$ cat src/rtl/bmhpq_pkg.sv
// Shared types, codes and defaults for the binary max-heap priority queue.
package bmhpq_pkg;

   localparam int DEF_CAPACITY  = 1024;
   localparam int DEF_KEY_WIDTH = 32;
   localparam int FIELD_W       = 32;
   localparam int COUNT_FIELD_W = 11;

   typedef enum logic [0:0] {
      KIND_INSERT  = 1'b0,
      KIND_EXTRACT = 1'b1
   } kind_type;

   typedef enum logic [1:0] {
      STATUS_OK    = 2'd0,
      STATUS_FULL  = 2'd1,
      STATUS_EMPTY = 2'd2
   } status_type;

   typedef enum logic [2:0] {
      ST_IDLE,
      ST_UP_READ,
      ST_UP_CMP,
      ST_EX_LAST,
      ST_DN_READ_L,
      ST_DN_READ_R,
      ST_DN_CMP_R,
      ST_DN_CMP_K
   } state_type;

   typedef struct packed {
      kind_type                    kind;
      logic signed [FIELD_W-1:0]   key_value;
   } req_type;

   typedef struct packed {
      status_type                  status;
      logic signed [FIELD_W-1:0]   removed_value;
      logic signed [FIELD_W-1:0]   top_value;
      logic [COUNT_FIELD_W-1:0]    element_count;
   } rsp_type;

endpackage

$ cat src/rtl/bmhpq_ctrl.sv
// Sift sequencer: walks the heap one level at a time around a single shared comparator.
module bmhpq_ctrl #(
   parameter int CAPACITY  = 1024,
   parameter int KEY_WIDTH = 32,
   parameter int ADDR_W    = 10,
   parameter int COUNT_W   = 11
) (
   input  logic                  clock,
   input  logic                  reset,
   input  logic                  start,
   output logic                  busy,
   input  bmhpq_pkg::req_type    req_data,
   output logic                  rsp_valid,
   output bmhpq_pkg::rsp_type    rsp_data,
   output logic                  mem_wr_en,
   output logic [ADDR_W-1:0]     mem_wr_addr,
   output logic [KEY_WIDTH-1:0]  mem_wr_data,
   output logic                  mem_rd_en,
   output logic [ADDR_W-1:0]     mem_rd_addr,
   input  logic [KEY_WIDTH-1:0]  mem_rd_data
);

   import bmhpq_pkg::*;

   localparam int CHILD_W = COUNT_W + 1;

   state_type                    state_ff, state_in;
   logic [COUNT_W-1:0]           count_ff, count_in;
   logic [COUNT_W-1:0]           pos_ff, pos_in;
   logic [COUNT_W-1:0]           best_pos_ff, best_pos_in;
   logic signed [KEY_WIDTH-1:0]  key_ff, key_in;
   logic signed [KEY_WIDTH-1:0]  best_ff, best_in;
   logic signed [KEY_WIDTH-1:0]  top_ff, top_in;
   logic signed [KEY_WIDTH-1:0]  removed_ff, removed_in;
   status_type                   status_ff, status_in;
   logic                         rsp_valid_ff, rsp_valid_in;

   logic signed [KEY_WIDTH-1:0]  req_key;
   logic signed [KEY_WIDTH-1:0]  rd_key;
   logic signed [KEY_WIDTH-1:0]  cmp_a, cmp_b;
   logic                         cmp_gt;
   logic [CHILD_W-1:0]           left_pos, right_pos, count_ext;
   logic signed [FIELD_W-1:0]    top_field, removed_field;

   assign rd_key = signed'(mem_rd_data);

   // A key is the low KEY_WIDTH bits of the field; a wider store holds the field unsigned.
   if (KEY_WIDTH <= FIELD_W) begin : g_key_narrow
      assign req_key       = req_data.key_value[KEY_WIDTH-1:0];
      assign top_field     = FIELD_W'(top_ff);
      assign removed_field = FIELD_W'(removed_ff);
   end else begin : g_key_wide
      assign req_key       = {{(KEY_WIDTH-FIELD_W){1'b0}}, req_data.key_value};
      assign top_field     = top_ff[FIELD_W-1:0];
      assign removed_field = removed_ff[FIELD_W-1:0];
   end

   assign left_pos  = {pos_ff, 1'b0};
   assign right_pos = {pos_ff, 1'b1};
   assign count_ext = CHILD_W'(count_ff);

   // The one comparator of the block; its operands follow the sequencer state.
   always_comb begin
      unique case (state_ff)
         ST_DN_CMP_R: begin
            cmp_a = rd_key;
            cmp_b = best_ff;
         end
         ST_DN_CMP_K: begin
            cmp_a = best_ff;
            cmp_b = key_ff;
         end
         default: begin
            cmp_a = key_ff;
            cmp_b = rd_key;
         end
      endcase
   end

   assign cmp_gt = cmp_a > cmp_b;

   always_ff @(posedge clock) begin
      if (reset) begin
         state_ff     <= ST_IDLE;
         count_ff     <= '0;
         rsp_valid_ff <= 1'b0;
      end else begin
         state_ff     <= state_in;
         count_ff     <= count_in;
         rsp_valid_ff <= rsp_valid_in;
      end
   end

   always_ff @(posedge clock) begin
      pos_ff      <= pos_in;
      best_pos_ff <= best_pos_in;
      key_ff      <= key_in;
      best_ff     <= best_in;
      top_ff      <= top_in;
      removed_ff  <= removed_in;
      status_ff   <= status_in;
   end

   always_comb begin
      state_in     = state_ff;
      count_in     = count_ff;
      pos_in       = pos_ff;
      best_pos_in  = best_pos_ff;
      key_in       = key_ff;
      best_in      = best_ff;
      top_in       = top_ff;
      removed_in   = removed_ff;
      status_in    = status_ff;
      rsp_valid_in = 1'b0;
      mem_wr_en    = 1'b0;
      mem_wr_addr  = ADDR_W'(pos_ff - 1'b1);
      mem_wr_data  = key_ff;
      mem_rd_en    = 1'b0;
      mem_rd_addr  = ADDR_W'(left_pos - 1'b1);

      unique case (state_ff)
         ST_IDLE: begin
            if (start) begin
               removed_in = '0;
               status_in  = STATUS_OK;
               if (req_data.kind == KIND_INSERT) begin
                  if (count_ff == COUNT_W'(CAPACITY)) begin
                     status_in    = STATUS_FULL;
                     rsp_valid_in = 1'b1;
                  end else begin
                     count_in = count_ff + 1'b1;
                     pos_in   = count_ff + 1'b1;
                     key_in   = req_key;
                     state_in = ST_UP_READ;
                  end
               end else begin
                  if (count_ff == '0) begin
                     status_in    = STATUS_EMPTY;
                     rsp_valid_in = 1'b1;
                  end else if (count_ff == COUNT_W'(1)) begin
                     removed_in   = top_ff;
                     count_in     = '0;
                     rsp_valid_in = 1'b1;
                  end else begin
                     // Fetch the last element; it refills the root.
                     removed_in  = top_ff;
                     count_in    = count_ff - 1'b1;
                     mem_rd_en   = 1'b1;
                     mem_rd_addr = ADDR_W'(count_ff - 1'b1);
                     state_in    = ST_EX_LAST;
                  end
               end
            end
         end

         ST_UP_READ: begin
            if (pos_ff == COUNT_W'(1)) begin
               mem_wr_en    = 1'b1;
               top_in       = key_ff;
               rsp_valid_in = 1'b1;
               state_in     = ST_IDLE;
            end else begin
               mem_rd_en   = 1'b1;
               mem_rd_addr = ADDR_W'((pos_ff >> 1) - 1'b1);
               state_in    = ST_UP_CMP;
            end
         end

         ST_UP_CMP: begin
            mem_wr_en = 1'b1;
            if (cmp_gt) begin
               // The parent moves down into the hole; the hole climbs.
               mem_wr_data = mem_rd_data;
               pos_in      = pos_ff >> 1;
               state_in    = ST_UP_READ;
            end else begin
               rsp_valid_in = 1'b1;
               state_in     = ST_IDLE;
            end
         end

         ST_EX_LAST: begin
            key_in   = rd_key;
            pos_in   = COUNT_W'(1);
            state_in = ST_DN_READ_L;
         end

         ST_DN_READ_L: begin
            if (left_pos > count_ext) begin
               mem_wr_en = 1'b1;
               if (pos_ff == COUNT_W'(1)) begin
                  top_in = key_ff;
               end
               rsp_valid_in = 1'b1;
               state_in     = ST_IDLE;
            end else begin
               mem_rd_en = 1'b1;
               state_in  = ST_DN_READ_R;
            end
         end

         ST_DN_READ_R: begin
            best_in     = rd_key;
            best_pos_in = COUNT_W'(left_pos);
            if (right_pos <= count_ext) begin
               mem_rd_en   = 1'b1;
               mem_rd_addr = ADDR_W'(right_pos - 1'b1);
               state_in    = ST_DN_CMP_R;
            end else begin
               state_in = ST_DN_CMP_K;
            end
         end

         ST_DN_CMP_R: begin
            // The right child wins only when strictly larger than the left.
            if (cmp_gt) begin
               best_in     = rd_key;
               best_pos_in = best_pos_ff + 1'b1;
            end
            state_in = ST_DN_CMP_K;
         end

         ST_DN_CMP_K: begin
            mem_wr_en = 1'b1;
            if (cmp_gt) begin
               mem_wr_data = best_ff;
               if (pos_ff == COUNT_W'(1)) begin
                  top_in = best_ff;
               end
               pos_in   = best_pos_ff;
               state_in = ST_DN_READ_L;
            end else begin
               if (pos_ff == COUNT_W'(1)) begin
                  top_in = key_ff;
               end
               rsp_valid_in = 1'b1;
               state_in     = ST_IDLE;
            end
         end

         default: begin
            state_in = ST_IDLE;
         end
      endcase
   end

   assign busy      = (state_ff != ST_IDLE);
   assign rsp_valid = rsp_valid_ff;

   always_comb begin
      rsp_data.status        = status_ff;
      rsp_data.removed_value = removed_field;
      rsp_data.top_value     = (count_ff == '0) ? '0 : top_field;
      rsp_data.element_count = COUNT_FIELD_W'(count_ff);
   end

endmodule

$ cat config.mk
export PLATFORM = sky130hd
export DESIGN_NAME = bmhpq_ctrl
export DESIGN_NICKNAME = d
export VERILOG_FILES = /design/src/rtl/bmhpq_pkg.sv /design/src/rtl/bmhpq_ctrl.sv
export SDC_FILE = /design/constraint.sdc
export NUM_CORES = 1
export LEC_CHECK = 0
export ABC_AREA = 0
export BUFFER_PORTS_ARGS = -buffer_cell sky130_fd_sc_hd__buf_2
export CAP_MARGIN = 30
export CORE_MARGIN = 2
export CORE_UTILIZATION = 36
export DETAILED_ROUTE_END_ITERATION = 6
export PLACE_DENSITY = 0.63
export SLEW_MARGIN = 5
export SYNTH_ARGS = -nofsm -noshare
export SYNTH_HDL_FRONTEND = slang
export SYNTH_SLANG_ARGS = --single-unit
$ cat constraint.sdc
create_clock -name clock -period 9.7 [get_ports clock]
set_input_delay 1.455 -clock clock [delete_from_list [all_inputs] [get_ports clock]]
set_output_delay 1.455 -clock clock [all_outputs]
set_load 0.01 [all_outputs]
Word-level counts from Yosys, hierarchy flattened
Index checks and enable logic that the tools add are counted.
Storage, ports and cells
  flip-flop bits (word level): 167
  bits of input ports: 68
  output and inout port bits: 133
  logic and storage cells: 125
Operators by class
  add/sub/neg operators: 7
  $lt $le $gt $ge: 3
  equal/unequal tests: 23
  muxes and demuxes: 67
  reduce and logical (&&, ||, !) cells: 15
Operator list (number)
  32-bit 2-to-1 mux: 11
  32-bit one-hot mux with 2 select lines: 5
  11-bit 2-to-1 mux: 9
  32-bit one-hot mux with 3 select lines: 1
  10-bit 2-to-1 mux: 6
  11-bit one-hot mux with 4 select lines: 1
  10-bit by 1-bit subtractor with 10-bit output (second input constant): 4
  32-bit greater-than comparator: 1
  10-bit one-hot mux with 3 select lines: 1
  3-bit one-hot mux with 8 select lines: 1
  11-bit by 1-bit adder with 11-bit output (second input constant): 2
  11-bit by 1-bit == test with 1-bit output (second input constant): 2
  11-bit one-hot mux with 2 select lines: 1
  3-bit 2-to-1 mux: 7
  1-bit 2-to-1 mux: 18
  2-bit inequality test (second input constant): 9
  3-bit == test (second input constant): 4
  12-bit by 11-bit greater-than comparator with 1-bit output: 1
  12-bit by 11-bit less-or-equal comparator with 1-bit output: 1
  3-bit inequality test (second input constant): 4
  4-bit AND reduction: 3
  11-bit == test (second input constant): 1
  11-bit logical NOT: 1
  11-bit by 1-bit subtractor with 11-bit output (second input constant): 1
  13 further kinds: 20

Longest topological paths before layout
  depth in word-level cells: 6
  depth in mapped cells: 15

Least setup slack after synthesis
OpenSTA, ideal clock, no wires.
  path type: input port to flip-flop
  start point: input port mem_rd_data[7]
  end point: register best_ff[0], enable pin
  library setup time: 503 ps
  arrival time: 6380 ps
  data required time: 9197 ps
  setup slack: 2817 ps
  cell stages on the path: 10
  cells stage by stage: mux2i_1 -> o21ai_0 -> ha_1 -> a21oi_1 -> o21ai_0 -> a221oi_1 -> nor3_1 -> o31ai_1 -> nand3_1 -> o21ai_0
Between the ends
  word-level cells in the longest chain between the ends: 4
Ends and longest elaborated chain
  start, declared: RTL line bmhpq_ctrl.sv:20  | input logic [KEY_WIDTH-1:0] mem_rd_data
  32-bit one-hot mux with 2 select lines: RTL line bmhpq_ctrl.sv:64  | unique case (state_ff)
  32-bit greater-than comparator *: RTL line bmhpq_ctrl.sv:80  | assign cmp_gt = cmp_a > cmp_b;
  2-bit inequality test (no line) *
  2-bit AND reduction (no line) *
  end signal, assigned: RTL line bmhpq_ctrl.sv:98  | best_ff <= best_in;
  end, declared: RTL line bmhpq_ctrl.sv:32  | logic signed [KEY_WIDTH-1:0] best_ff, best_in;
Mark *: on every way between the ends. The rest lies on a longest branch, timed or not.
A chain may end at the register's enable or synchronous reset.

Final worst setup path
  start point: register state_ff[0]
  end point: output port mem_wr_data[30]
Between the ends
  word-level cells in the longest chain between the ends: 5
Ends and longest elaborated chain
  start, declared: RTL line bmhpq_ctrl.sv:27  | state_type state_ff, state_in;
  start signal, assigned: RTL line bmhpq_ctrl.sv:88  | state_ff <= state_in;
  3-bit == test, on equally long branches: RTL line bmhpq_ctrl.sv:64, bmhpq_ctrl.sv:121
  32-bit one-hot mux with 2 select lines: RTL line bmhpq_ctrl.sv:64
  32-bit greater-than comparator: RTL line bmhpq_ctrl.sv:80
  32-bit 2-to-1 mux, on equally long branches: RTL line bmhpq_ctrl.sv:225, bmhpq_ctrl.sv:171
  32-bit one-hot mux with 2 select lines *: RTL line bmhpq_ctrl.sv:121  | unique case (state_ff)
  end, declared: RTL line bmhpq_ctrl.sv:17  | output logic [KEY_WIDTH-1:0] mem_wr_data,
Marked as above.

==> impl_metrics.yaml <==
power_and_ir_drop:
  p_per_area_mw_per_mm2: 247
  vdd_drop_max_v: 0.000155
  leakagePower_nw: 5.33
finish:
  final_cell_area_mm2: 0.0136
  syn2layout_area_growth_pct: 16.9
  fin_nets: 1437
  post_route_cells_drive_above_1_share_pct: 27.6
  fillerInstances: 3071
  multiInputGateArea_mm2: 0.00637
  insertedDiodeCount: 0
  regArea_mm2: 0.00487
yosys:
  yosysSeqAreaShare_pct: 41.8
  yosys_warnings: 0
  synthTopCellsByArea: "edfxtp_1 (39%), mux2_2 (9.4%), mux2i_1 (5.5%)"
  netlist.area_leader.share_pct: 39.2
  synth-edff-count: 152
  synth_cells: 1169
  synth_nets: 1288
  synthArstFlopShare_pct: 0
  netlist_area_mm2: 0.0116
  synth_top_flop_cell: "edfxtp_1"
  ys_seq_elements: 167
  yosys.area.top_type: "edfxtp_1"
  yosysUniqueCellTypes: 66
  synth.most_common_cell: "edfxtp_1"
  synthTopCellsByCount: "edfxtp_1 (152), mux2_2 (97), nor2_1 (94), nand2_1 (92), a21oi_1 (83)"
  synth_area_per_cell_um2: 9.96
place:
  postPlaceCellArea_mm2: 0.0130
  place.gp.congestion: 0.885
  port_buffers: 200
  place_hpwl_mm: 24.6
global_routing:
  grt_overflow: 0
  grt_use_total_pct: 21.1
  antenna_found_initial: 0
  first_global_vias: 9594
  grt_pass1_wl_mm: 54.8
  grt_max_degree: 78
sta:
  setup_viol: 0
  setup_tns_ps: 0
  finalHoldViolations: 0
  min_period_ps: 6620
  rsz0062_at_grt: "no"
  slew_headroom_pct: 36.6
  fmax_mhz: 151
  skew_ps: 18.3
  fin_crit_sh_pct: 68.3
  tightest_slew_ps: 951
  hold_ws_ps: 602
  maxSlewViolCount: 0
drt:
  dr.first_iter.drc_count: 847
  drc: 0
  routed_wl_mm: 35.8
  wl_per_cell_um: 20.6
  drtAntennaViolNets: 0
  vias: 9967
  viasPerCell: 5.75
  drtPass1Iterations: 7
worst_setup_path:
  critPathArrivalTime_ps: 5170
  start_kind: "register"
  critPathKind: "register to primary output"
  endpoint_kind: "primary output"
  crit_required_ps: 8250
  cp_max_fo: 59
die:
  die_h_um: 184
  coreArea_mm2: 0.0317
  die_area_mm2: 0.0338
  num_rows: 65
  boundaryPins: 201
  start_util_pct: 36.7
  dieWidth_um: 184
clock_tree:
  htree_levels: 4
  cts_inserted_buffers: 17
  postCtsSetupBuffers: 0
  hold_buffers: 0
  clk_latency_ps: 460
  cts_tree: "done"
  cts_resized: 0
  clkTransAtPathRegs_ps: 80
  clock_sinks: 167
  cts_buffer_depth: 2
  root_buffer: "clkbuf_16"
outcome:
  status: "finished clean"
min_path:
  min_path_type: "register to register"
flow_run:
  cap_viol_max_count: 0
==> power by group <==
group	switching, mW	internal, mW
clock	0.322	0.331
combinational	0.907	0.652
sequential	0.166	0.983
==> flip-flops by register name, summed over array words and instances, names as in the netlist <==
register and flops:
status_ff 2, pos_ff 11, best_pos_ff 11, key_ff 32, count_ff 11, rsp_valid 1
state_ff 3, removed_ff 32, top_ff 32, best_ff 32
==> worst max-delay path, stage by stage (launching register included) <==
cell	delay, ps
dfxtp_4	640
buf_4	750
mux2i_1	260
nor2_1	50
a21oi_1	130
ha_1	280
a21oi_1	160
o21a_1	160
o211ai_1	190
a21o_1	210
o31ai_1	440
nand4_1	520
buf_4	440
o2bb2ai_1	220
buf_2	170
==> layer usage <==
layer  wire [um]  GRT usage, %  vias to the layer above
li1            -             -                     4693
met1       16000          28.2                     4834
met2       16300          33.4                      370
met3        2270          4.16                       70
met4        1180          8.77                        0
met5           0             0                        -
==> stage by stage <==
step           instances  total power, mW  utilization, %  setup WS [ps]
2_1_floorplan       1169             2.12               -           2820
3_3_place_gp        1693             2.66            40.7           3140
5_1_grt             1733             3.57            42.9           2740
6_report            1733             3.36            42.9           3080
3_5_place_dp        1698             2.69            41.0           3570
4_1_cts             1730             3.35            42.7           3090
==> final cells by class <==
cell class              instances  share of cell area, %
clock buffers                  19                   3.18
clock inverters                13                  0.718
inverters                      27                  0.745
multi-input cells             887                   46.8
flip-flops and latches        167                   35.8
well taps                     402                   3.70
repair buffers                218                   9.02
==> cells by family after synthesis <==
family,Yosys count,synth area share [%]
AO/OA/AOI/OAI,298,16.9
XOR/XNOR,36,2.71
adder cells (fa/ha/maj),51,5.48
buffers and inverters,115,3.89
flip-flops,167,41.8
multiplexers,161,14.9
AND/OR/NAND/NOR,341,14.3
==> cells in the final DEF (no fill, tap or decap), drive strengths merged, types with 6 or more instances in the layout <==
master / Yosys / layout
mux2i: 64 / 64
o21a: 8 / 8
nor2: 95 / 95
nand2: 92 / 92
o22ai: 6 / 6
ha: 51 / 51
nand3: 16 / 16
o21ai: 66 / 66
nor3: 12 / 12
or2: 7 / 7
a22oi: 36 / 36
a211oi: 13 / 13
o221ai: 11 / 11
a21oi: 83 / 83
clkbuf: 66 / 19
nand4: 17 / 17
xor2: 8 / 8
nand2b: 7 / 7
xnor2: 28 / 28
and3: 39 / 39
buf: 22 / 218
mux2: 97 / 97
dfxtp: 15 / 15
inv: 24 / 29
a21o: 7 / 7
edfxtp: 152 / 152
o31ai: 6 / 6
clkinv: 3 / 9
o2bb2ai: 32 / 32
and2: 34 / 34
==> worst paths after layout <==
| path | from | cells after the start | to | slack (ps) |
|---|---|---|---|---|
| worst max-delay path | state_ff[0]$_SDFFE_PP0P_ | 14 | mem_wr_data[30] | 3080 |
| worst min-delay path | count_ff[8]$_SDFFE_PP0P_ | 2 | count_ff[8]$_SDFFE_PP0P_ | 600 |
| worst max register to register | state_ff[0]$_SDFFE_PP0P_ | 13 | best_ff[0]$_DFFE_PP_ | 4820 |
| worst min register to register | count_ff[8]$_SDFFE_PP0P_ | 2 | count_ff[8]$_SDFFE_PP0P_ | 600 |
Power figures use the tool's default switching activity.
